[src/design/csoc_pkg.sv]
`default_nettype none
package csoc_pkg;

   localparam int MAX_COLUMNS = 1024;
   localparam int MAX_RANGES  = 64;
   localparam int IDX_W       = $clog2(MAX_RANGES);
   localparam int CNT_W       = IDX_W + 1;
   localparam int COL_W       = 10;
   localparam int VW_W        = 11;
   localparam int ENT_W       = 12;
   localparam int CMP_W       = 13;

   localparam logic signed [ENT_W-1:0] NEG_INF = -12'sd2048;
   localparam logic signed [ENT_W-1:0] POS_INF = 12'sd2047;
   localparam logic [VW_W-1:0] VW_RESET = 11'd320;

   typedef enum logic [1:0] {
      OP_CLEAR = 2'd0,
      OP_SOLID = 2'd1,
      OP_PASS  = 2'd2,
      OP_NONE  = 2'd3
   } op_type;

   typedef enum logic [1:0] {
      PH_BEFORE,
      PH_MERGE,
      PH_AFTER
   } phase_type;

   typedef enum logic [1:0] {
      KIND_CLEAR,
      KIND_SCAN,
      KIND_NONE
   } kind_type;

   typedef enum logic [3:0] {
      ST_INIT0,
      ST_INIT1,
      ST_IDLE,
      ST_CLR0,
      ST_CLR1,
      ST_FIRST,
      ST_PROC,
      ST_WR2,
      ST_FIN
   } state_type;

   typedef struct packed {
      logic load;
      logic clr0;
      logic clr1;
      logic start;
      logic step;
      logic wr2;
      logic fin;
   } cmd_type;

   typedef struct packed {
      kind_type kind;
      logic     step_ok;
      logic     two;
      logic     last;
      logic     out_free;
   } status_type;

endpackage
`default_nettype wire

[src/design/csoc_ctrl.sv]
`default_nettype none
module csoc_ctrl
   import csoc_pkg::*;
(
   input  wire logic       clock,
   input  wire logic       reset,
   input  wire logic       req_valid,
   output logic            req_stall,
   input  wire status_type st,
   output cmd_type         cmd
);

   state_type state_ff, state_in;

   always_ff @(posedge clock) begin
      if (reset) begin
         state_ff <= ST_INIT0;
      end else begin
         state_ff <= state_in;
      end
   end

   always_comb begin
      state_in  = state_ff;
      cmd       = '0;
      req_stall = 1'b1;
      unique case (state_ff)
         ST_INIT0: begin
            cmd.clr0 = 1'b1;
            state_in = ST_INIT1;
         end
         ST_INIT1: begin
            cmd.clr1 = 1'b1;
            state_in = ST_IDLE;
         end
         ST_IDLE: begin
            req_stall = 1'b0;
            if (req_valid) begin
               cmd.load = 1'b1;
               unique case (st.kind)
                  KIND_CLEAR: state_in = ST_CLR0;
                  KIND_SCAN:  state_in = ST_FIRST;
                  default:    state_in = ST_FIN;
               endcase
            end
         end
         ST_CLR0: begin
            cmd.clr0 = 1'b1;
            state_in = ST_CLR1;
         end
         ST_CLR1: begin
            cmd.clr1 = 1'b1;
            state_in = ST_FIN;
         end
         ST_FIRST: begin
            cmd.start = 1'b1;
            state_in  = ST_PROC;
         end
         ST_PROC: begin
            if (st.step_ok) begin
               cmd.step = 1'b1;
               if (st.two) begin
                  state_in = ST_WR2;
               end else if (st.last) begin
                  state_in = ST_FIN;
               end
            end
         end
         ST_WR2: begin
            cmd.wr2  = 1'b1;
            state_in = st.last ? ST_FIN : ST_PROC;
         end
         ST_FIN: begin
            if (st.out_free) begin
               cmd.fin  = 1'b1;
               state_in = ST_IDLE;
            end
         end
         default: state_in = ST_IDLE;
      endcase
   end

endmodule
`default_nettype wire

[src/design/csoc_datapath.sv]
`default_nettype none
module csoc_datapath
   import csoc_pkg::*;
(
   input  wire logic             clock,
   input  wire logic             reset,
   input  wire cmd_type          cmd,
   output status_type            st,
   input  wire logic [1:0]       req_op,
   input  wire logic [COL_W-1:0] req_span_first,
   input  wire logic [COL_W-1:0] req_span_last,
   input  wire logic             csr_valid,
   output logic                  csr_ready,
   input  wire logic [VW_W-1:0]  csr_view_width,
   output logic                  rsp_valid,
   input  wire logic             rsp_stall,
   output logic [COL_W-1:0]      rsp_frag_first,
   output logic [COL_W-1:0]      rsp_frag_last,
   output logic                  rsp_visible,
   output logic                  rsp_overflow,
   output logic                  rsp_final_res
);

   logic [VW_W-1:0]  vw_ff;
   op_type           op_ff;
   logic [COL_W-1:0] f_ff, l_ff;
   logic             commit_ff;
   logic             bank_ff;
   logic [CNT_W-1:0] cnt_ff, idx_ff, widx_ff;
   phase_type        phase_ff;
   logic signed [ENT_W-1:0] mlo_ff, mhi_ff;
   logic             ovf_ff;
   logic             pend_v_ff;
   logic [COL_W-1:0] pend_first_ff, pend_last_ff;

   logic [2*ENT_W-1:0] mem [2*MAX_RANGES];
   logic [2*ENT_W-1:0] rd_ff;

   logic             rsp_valid_ff, rsp_visible_ff, rsp_overflow_ff, rsp_final_ff;
   logic [COL_W-1:0] rsp_first_ff, rsp_last_ff;

   // step decode
   logic signed [CMP_W-1:0] rl, rh, ff, ll, ml, mh, e_a, e_b, cand_lo;
   logic              emit_raw, emit, wr, two, ovf_now, solid, out_free, wr_ok;
   logic signed [CMP_W-1:0] w_lo, w_hi;
   phase_type         phase_in;
   logic signed [CMP_W-1:0] mlo_in, mhi_in;
   logic [VW_W-1:0]   vw_clamp;
   op_type            req_op_t;

   logic                 we, rd_en;
   logic [IDX_W:0]       waddr;
   logic [2*ENT_W-1:0]   wdata;
   logic [CNT_W-1:0]     idx_in;

   assign csr_ready = 1'b1;
   assign out_free  = !rsp_valid_ff || !rsp_stall;
   assign solid     = (op_ff == OP_SOLID);
   assign req_op_t  = op_type'(req_op);
   assign vw_clamp  = (vw_ff > VW_W'(MAX_COLUMNS)) ? VW_W'(MAX_COLUMNS) : vw_ff;

   assign rl = {rd_ff[2*ENT_W-1], rd_ff[2*ENT_W-1:ENT_W]};
   assign rh = {rd_ff[ENT_W-1], rd_ff[ENT_W-1:0]};
   assign ff = {3'b000, f_ff};
   assign ll = {3'b000, l_ff};
   assign ml = {mlo_ff[ENT_W-1], mlo_ff};
   assign mh = {mhi_ff[ENT_W-1], mhi_ff};

   always_comb begin
      emit_raw = 1'b0;
      e_a      = '0;
      e_b      = '0;
      wr       = 1'b0;
      w_lo     = rl;
      w_hi     = rh;
      two      = 1'b0;
      ovf_now  = 1'b0;
      phase_in = phase_ff;
      mlo_in   = ml;
      mhi_in   = mh;
      cand_lo  = rl;
      unique case (phase_ff)
         PH_BEFORE: begin
            if (rh < ff - 13'sd1) begin
               wr = 1'b1;
            end else if (ff < rl && ll < rl - 13'sd1) begin
               // range lies wholly in the gap before this entry
               emit_raw = 1'b1;
               e_a      = ff;
               e_b      = ll;
               wr       = 1'b1;
               w_lo     = ff;
               w_hi     = ll;
               two      = 1'b1;
               ovf_now  = solid && (cnt_ff == CNT_W'(MAX_RANGES));
               phase_in = PH_AFTER;
            end else begin
               if (ff < rl) begin
                  emit_raw = 1'b1;
                  e_a      = ff;
                  e_b      = rl - 13'sd1;
                  cand_lo  = ff;
               end
               if (ll <= rh) begin
                  wr       = 1'b1;
                  w_lo     = cand_lo;
                  phase_in = PH_AFTER;
               end else begin
                  mlo_in   = cand_lo;
                  mhi_in   = rh;
                  phase_in = PH_MERGE;
               end
            end
         end
         PH_MERGE: begin
            if (ll >= rl - 13'sd1) begin
               emit_raw = 1'b1;
               e_a      = mh + 13'sd1;
               e_b      = rl - 13'sd1;
               if (ll <= rh) begin
                  wr       = 1'b1;
                  w_lo     = ml;
                  phase_in = PH_AFTER;
               end else begin
                  mhi_in = rh;
               end
            end else begin
               emit_raw = 1'b1;
               e_a      = mh + 13'sd1;
               e_b      = ll;
               wr       = 1'b1;
               w_lo     = ml;
               w_hi     = ll;
               two      = 1'b1;
               phase_in = PH_AFTER;
            end
         end
         default: wr = 1'b1;
      endcase
   end

   assign emit  = emit_raw && (e_a <= e_b);
   assign wr_ok = solid && !ovf_ff && !ovf_now;

   always_comb begin
      st.kind = KIND_NONE;
      if (req_op_t == OP_CLEAR) begin
         st.kind = KIND_CLEAR;
      end else if ((req_op_t == OP_SOLID || req_op_t == OP_PASS)
                   && req_span_first <= req_span_last) begin
         st.kind = KIND_SCAN;
      end
      st.step_ok  = !emit || !pend_v_ff || out_free;
      st.two      = two;
      st.last     = (idx_ff + CNT_W'(1)) >= cnt_ff;
      st.out_free = out_free;
   end

   // list memory, two banks: scan reads one and rebuilds into the other
   always_comb begin
      we    = 1'b0;
      waddr = {~bank_ff, widx_ff[IDX_W-1:0]};
      wdata = {w_lo[ENT_W-1:0], w_hi[ENT_W-1:0]};
      if (cmd.clr0) begin
         we    = 1'b1;
         waddr = {bank_ff, IDX_W'(0)};
         wdata = {NEG_INF, -12'sd1};
      end else if (cmd.clr1) begin
         we    = 1'b1;
         waddr = {bank_ff, IDX_W'(1)};
         wdata = {1'b0, vw_clamp, POS_INF};
      end else if (cmd.step) begin
         we = wr && wr_ok;
      end else if (cmd.wr2) begin
         we    = wr_ok;
         wdata = rd_ff;
      end
      rd_en  = cmd.start || (cmd.step && !two) || cmd.wr2;
      idx_in = cmd.start ? '0 : idx_ff + CNT_W'(1);
   end

   always_ff @(posedge clock) begin
      if (we) begin
         mem[waddr] <= wdata;
      end
      if (rd_en) begin
         rd_ff <= mem[{bank_ff, idx_in[IDX_W-1:0]}];
      end
   end

   always_ff @(posedge clock) begin
      if (reset) begin
         vw_ff        <= VW_RESET;
         bank_ff      <= 1'b0;
         cnt_ff       <= CNT_W'(2);
         pend_v_ff    <= 1'b0;
         ovf_ff       <= 1'b0;
         rsp_valid_ff <= 1'b0;
         phase_ff     <= PH_BEFORE;
      end else begin
         if (csr_valid) begin
            vw_ff <= csr_view_width;
         end
         if (cmd.load) begin
            op_ff     <= req_op_t;
            f_ff      <= req_span_first;
            l_ff      <= req_span_last;
            commit_ff <= (req_op_t == OP_SOLID) && (req_span_first <= req_span_last);
            ovf_ff    <= 1'b0;
            pend_v_ff <= 1'b0;
         end
         if (cmd.clr1) begin
            cnt_ff <= CNT_W'(2);
         end
         if (cmd.start) begin
            widx_ff  <= '0;
            phase_ff <= PH_BEFORE;
         end
         if (rd_en) begin
            idx_ff <= idx_in;
         end
         if (cmd.step) begin
            phase_ff <= phase_in;
            mlo_ff   <= mlo_in[ENT_W-1:0];
            mhi_ff   <= mhi_in[ENT_W-1:0];
            ovf_ff   <= ovf_ff | ovf_now;
            if (wr) begin
               widx_ff <= widx_ff + CNT_W'(1);
            end
            if (emit) begin
               pend_v_ff     <= 1'b1;
               pend_first_ff <= e_a[COL_W-1:0];
               pend_last_ff  <= e_b[COL_W-1:0];
            end
         end
         if (cmd.wr2) begin
            widx_ff <= widx_ff + CNT_W'(1);
         end
         if (cmd.fin && commit_ff && !ovf_ff) begin
            bank_ff <= ~bank_ff;
            cnt_ff  <= widx_ff;
         end

         // result register: a pending fragment goes out on the next emit or at fin
         if (cmd.fin) begin
            rsp_valid_ff    <= 1'b1;
            rsp_first_ff    <= pend_v_ff ? pend_first_ff : '0;
            rsp_last_ff     <= pend_v_ff ? pend_last_ff : '0;
            rsp_visible_ff  <= pend_v_ff;
            rsp_overflow_ff <= ovf_ff;
            rsp_final_ff    <= 1'b1;
         end else if (cmd.step && emit && pend_v_ff) begin
            rsp_valid_ff    <= 1'b1;
            rsp_first_ff    <= pend_first_ff;
            rsp_last_ff     <= pend_last_ff;
            rsp_visible_ff  <= 1'b1;
            rsp_overflow_ff <= 1'b0;
            rsp_final_ff    <= 1'b0;
         end else if (!rsp_stall) begin
            rsp_valid_ff <= 1'b0;
         end
      end
   end

   assign rsp_valid      = rsp_valid_ff;
   assign rsp_frag_first = rsp_first_ff;
   assign rsp_frag_last  = rsp_last_ff;
   assign rsp_visible    = rsp_visible_ff;
   assign rsp_overflow   = rsp_overflow_ff;
   assign rsp_final_res  = rsp_final_ff;

endmodule
`default_nettype wire

[src/design/column_span_occlusion_clipper_unit.sv]
`default_nettype none
// channel   dir  handshake            payload
// req       in   req_valid/req_stall  req_op, req_span_first, req_span_last
// rsp       out  rsp_valid/rsp_stall  rsp_frag_first/last, visible, overflow, final_res
// csr       in   csr_valid/csr_ready  csr_view_width
//
// a scan item visits every list entry in turn, since each entry is
// read once from the list memory; an insert before an entry adds the ST_WR2 state
// clear items pass ST_CLR0 and ST_CLR1; op code 3 and inverted spans go to ST_FIN
// after reset ST_INIT0 and ST_INIT1 write the two sentinels while req_stall stays high
// a stalled rsp beat holds the scan whenever the next fragment needs the output register
module column_span_occlusion_clipper_unit
   import csoc_pkg::*;
(
   input  wire logic             clock,
   input  wire logic             reset,
   input  wire logic             req_valid,
   output logic                  req_stall,
   input  wire logic [1:0]       req_op,
   input  wire logic [COL_W-1:0] req_span_first,
   input  wire logic [COL_W-1:0] req_span_last,
   output logic                  rsp_valid,
   input  wire logic             rsp_stall,
   output logic [COL_W-1:0]      rsp_frag_first,
   output logic [COL_W-1:0]      rsp_frag_last,
   output logic                  rsp_visible,
   output logic                  rsp_overflow,
   output logic                  rsp_final_res,
   input  wire logic             csr_valid,
   output logic                  csr_ready,
   input  wire logic [VW_W-1:0]  csr_view_width
);

   cmd_type    cmd;
   status_type st;

   csoc_ctrl u_ctrl (
      .clock     (clock),
      .reset     (reset),
      .req_valid (req_valid),
      .req_stall (req_stall),
      .st        (st),
      .cmd       (cmd)
   );

   csoc_datapath u_dp (
      .clock          (clock),
      .reset          (reset),
      .cmd            (cmd),
      .st             (st),
      .req_op         (req_op),
      .req_span_first (req_span_first),
      .req_span_last  (req_span_last),
      .csr_valid      (csr_valid),
      .csr_ready      (csr_ready),
      .csr_view_width (csr_view_width),
      .rsp_valid      (rsp_valid),
      .rsp_stall      (rsp_stall),
      .rsp_frag_first (rsp_frag_first),
      .rsp_frag_last  (rsp_frag_last),
      .rsp_visible    (rsp_visible),
      .rsp_overflow   (rsp_overflow),
      .rsp_final_res  (rsp_final_res)
   );

endmodule
`default_nettype wire

[config.mk]
export PLATFORM = sky130hd
export DESIGN_NAME = column_span_occlusion_clipper_unit
export DESIGN_NICKNAME = d
export VERILOG_FILES = /design/src/design/csoc_pkg.sv /design/src/design/csoc_ctrl.sv /design/src/design/csoc_datapath.sv /design/src/design/column_span_occlusion_clipper_unit.sv
export SDC_FILE = /design/constraint.sdc
export NUM_CORES = 2
export LEC_CHECK = 0
export CORE_UTILIZATION = 50
export DETAILED_ROUTE_END_ITERATION = 12
export DONT_BUFFER_PORTS = 1
export PLACE_DENSITY = 0.68
export SLEW_MARGIN = 10
export SYNTH_ARGS = -nofsm -noshare
export SYNTH_HDL_FRONTEND = slang
export SYNTH_HIERARCHICAL = 1
export SYNTH_SLANG_ARGS = --single-unit
[constraint.sdc]
create_clock -name clock -period 14.8 [get_ports clock]
set_input_delay 0.74 -clock clock [delete_from_list [all_inputs] [get_ports clock]]
set_output_delay 0.74 -clock clock [all_outputs]
set_load 0.01 [all_outputs]
==> qor.txt <==
FP Rows - 185
Die H - 507 um
R2r startpoint - u_dp/f_ff[2]
Req. time, crit path - 15.43 ns
CTS buffer count - 330
Ports - 64
Routed wire per std cell - 32.1 um
Fmax - 83.3 MHz
RSZ-0062 raised after global routing - false
DRC errors left - 0
FF-to-FF End - u_dp/mem[42][14]
R2r setup slk - 2.79 ns
Drt first pass iters - 6
Period utilisation layout - 0.811
Post-synthesis xor/xnor area fraction - 0.00240
Area Overhead vs Synth - 12.9%
Placer Congestion - 0.904
Antenna violations before repair - 21
Crit. End Element - flip-flop
Hold Path Class - in2reg
Core area - 254000 um^2
Final Hold Viols - 0
Ys async rst share - 0
Number of synthesized flops with an enable pin - 3200
Internal - 16600 uW
Post-Route Setup TNS - 0 ns
Antenna-violating nets left - 0
Max-Cap Viols - 0
Crit path arrival time - 12.64 ns
Max clock buf depth - 4
Die ar. - 257000 um^2
Power Dens Cells - 157 nW/um^2
Synth Area in Compound Gates - 0.0704
Post-Syn Instances - 7216
Largest net degree at the start of global routing - 139
Hold_sp - rsp_stall
CTS clk-pin slew, worst paths - 0.07 ns
Switch share - 0.267
Nature of the critical path startpoint - flip-flop
Fillers - 18600
Mapped Nets - 7333
Clock share of power - 0.349
CTS tree - done
Sequential cell area fraction in the yosys report - 0.757
Mean post-synth cell area - 17.7 um^2
Outcome - finished, final reports clean
Mapped Area - 128000 um^2
Die width - 507 um
Hold Path End - u_ctrl/state_ff[3]
Post-CTS Resized - 0
R2R cell count - 30
Cell Area, Placed - 134000 um^2
Clock sink count - 3228
Register area - 96700 um^2
Critical-path maximum fanout - 64
Mux cell area share after synthesis - 0.0985
Number of global-route vias before repair - 70300
Peak VDD IR - 0.000128 V
Total GRT Usage - 0.273
Setup Crit Path Kind - reg2reg
Clock Skew - 0.0704 ns
Worst Hold Depth - 4
First-pass GRT wire length - 504 mm
Worst-margin pin slew - 1.36 ns
Number of distinct library cells after synthesis - 84
Routed wire length - 352 mm
Synth Area in Adders - 0.00774
Main synth FF type - edfxtp_1
Initial Utilization - 0.503
Switch Pwr - 6040 uW
Min Clock Period, post-route - 12.01 ns
Worst skew pair latency - 0.98 ns
Critical path's largest stage delay - 1.03 ns
Synth Register Bits - 3228
Cell area after layout - 144000 um^2
Leakage - 0.0458 uW
Root buffer cell - clkbuf_16
Seq pwr share - 0.514
Area of the multi-input gates - 30200 um^2
Yosys warnings - 6
Combinational fraction of design power - 0.137
Nets - 7499
Routed vias - 71700
Worst slew margin - 0.0835
Final setup viols - 0
Layout cells sized above 1 - 0.194
Max stage delay cell, worst path - a21oi_1
Slew Viols, Final - 0
Port Buffers - 0
Via density - 6.52
Grt total ovfl - 0
Final HPWL DP - 204 mm
H-tree levels - 5
Initial DRC count - 9975
Main combinational cell family by area after synthesis - multiplexers
Synth Area in Simple Gates - 0.0474
## routing by layer
layer,share of wire,GRT usage,vias up,routed length (um)
li1,-,-,29800,-
met1,0.38,0.372,37000,133000
met2,0.47,0.425,4211,164000
met3,0.11,0.0623,678,38900
met4,0.045,0.110,10,15800
met5,0.00023,0,-,80
## worst max-delay path by stage
| stage | startpoint | to | slack, ns | depth (start not counted) |
|---|---|---|---|---|
| 2_1_floorplan | u_dp/f_ff[2] | u_dp/mem[0][22] | 1.37 | 33 |
| 3_3_place_gp | u_dp/f_ff[2] | u_dp/mem[63][19] | 3.25 | 30 |
| 3_5_place_dp | u_dp/f_ff[2] | u_dp/mem[53][19] | 3.15 | 30 |
| 4_1_cts | u_dp/f_ff[2] | u_dp/mem[16][19] | 3.05 | 30 |
| 5_1_grt | u_dp/f_ff[2] | u_dp/mem[38][16] | 1.94 | 30 |
| 6_report | u_dp/f_ff[2] | u_dp/mem[42][14] | 2.79 | 30 |
## placed cells by master, fill, tap and decap left out, types with 24 or more instances in the layout
cell | netlist | routed
dfxtp_1 | 28 | 28
a311oi_1 | 51 | 50
nor4_2 | 3 | 27
o22ai_1 | 242 | 242
clkbuf_16 | 0 | 335
mux2i_1 | 283 | 283
and2_1 | 100 | 99
clkinv_1 | 2 | 73
buf_4 | 3 | 265
nor3_2 | 0 | 102
o21ai_0 | 147 | 146
a2111oi_0 | 74 | 74
a31oi_1 | 117 | 102
nor2_1 | 75 | 69
a22oi_1 | 49 | 49
inv_1 | 63 | 60
clkinv_2 | 0 | 60
ha_1 | 79 | 79
mux4_2 | 384 | 384
a21oi_1 | 68 | 67
nand4_1 | 39 | 39
clkbuf_1 | 386 | 59
a211oi_1 | 77 | 77
o311ai_0 | 24 | 24
a221o_1 | 50 | 48
o31ai_1 | 55 | 50
a211o_1 | 27 | 27
a31o_2 | 73 | 72
edfxtp_1 | 3200 | 3200
and3_1 | 28 | 28
o211ai_1 | 55 | 55
a32oi_1 | 46 | 46
nor3_1 | 161 | 59
mux2_2 | 97 | 97
dlygate4sd3_1 | 0 | 45
nand2_1 | 643 | 637
nand3_1 | 151 | 146
## metrics by stage
stage          instances  hold WS [ns]  setup slack, ns  power (uW)  utilization
2_1_floorplan       7216         0.457             1.37       13400            -
4_1_cts            11000        0.0502             3.05       22700        0.568
3_5_place_dp       10400         0.508             3.15       14900        0.526
5_1_grt            11000        0.0955             1.94       23200        0.568
3_3_place_gp       10400         0.486             3.25       14700        0.526
6_report           11000         0.109             2.79       22700        0.568
## critical path: cells and delay by family (launching register included)
| family | cells | cell delay, ns |
|---|---|---|
| flip-flops | 1 | 0.59 |
| AO/OA/AOI/OAI | 12 | 4.87 |
| adder cells (fa/ha/maj) | 2 | 0.57 |
| buffers and inverters | 3 | 1.54 |
| AND/OR/NAND/NOR | 13 | 3.95 |
## flip-flops by register name, summed over array words and instances (netlist names), 2 cells and up
signal	cells
u_ctrl/state_ff	4
u_dp/cnt_ff	7
u_dp/f_ff	10
u_dp/idx_ff	7
u_dp/l_ff	10
u_dp/mem	3072
u_dp/mhi_ff	12
u_dp/mlo_ff	12
u_dp/op_ff	2
u_dp/pend_first_ff	10
u_dp/pend_last_ff	10
u_dp/phase_ff	2
u_dp/rd_ff	24
u_dp/rsp_frag_first	10
u_dp/rsp_frag_last	10
u_dp/vw_ff	11
u_dp/widx_ff	7
## logic make-up after synthesis
kind of cell	count (synthesis)
flip-flops	3228
multiplexers	765
XOR/XNOR	35
AND/OR/NAND/NOR	1303
buffers and inverters	556
other	1
AO/OA/AOI/OAI	1249
adder cells (fa/ha/maj)	79
## power by group through the flow
| stage | clock, uW | combinational [uW] | sequential (uW) |
|---|---|---|---|
| 6_report | 7910 | 3090 | 11600 |
| 5_1_grt | 8330 | 3190 | 11700 |
| 4_1_cts | 8000 | 3030 | 11600 |
| 3_5_place_dp | 0 | 3020 | 11800 |
| 3_3_place_gp | 0 | 2910 | 11800 |
| 2_1_floorplan | 0 | 1290 | 12100 |
## Yosys cell counts (55+ instances only)
cell / count / area share
o22ai_1: 242 / 0.012
edfxtp_1: 3200 / 0.75
ha_1: 79 / 0.0077
mux2_2: 97 / 0.0086
o211ai_1: 55 / 0.0032
a21oi_1: 68 / 0.0027
and2_1: 100 / 0.0049
buf_1: 69 / 0.0020
inv_1: 63 / 0.0019
a31o_2: 73 / 0.0050
nand3_1: 151 / 0.0059
a211oi_1: 77 / 0.0045
o21ai_0: 147 / 0.0058
nor3_1: 161 / 0.0063
a2111oi_0: 74 / 0.0051
a31oi_1: 117 / 0.0057
clkbuf_1: 386 / 0.011
nand2_1: 643 / 0.019
mux4_2: 384 / 0.068
nor2_1: 75 / 0.0022
mux2i_1: 283 / 0.022
o31ai_1: 55 / 0.0032
## cell type report
| cell class | instances | share of cell area |
|---|---|---|
| Clock inverter | 174 | 0.0102 |
| Clock buffer | 398 | 0.0601 |
| Antenna cell | 7 | 0.000121 |
| Sequential cell | 3228 | 0.670 |
| Inverter | 66 | 0.00187 |
| Timing Repair Buffer | 324 | 0.0189 |
| Tap cell | 3366 | 0.0292 |
| Multi-Input combinational cell | 3432 | 0.209 |
## what timing repair did
| action | in CTS | in global routing |
|---|---|---|
| setup buffers | 0 | 0 |
| setup endpoints to repair | 0 | 0 |
| hold buffers | 45 | 0 |
| endpoints found under the hold margin | 49 | 0 |
(Power assumes the default switching activity.)
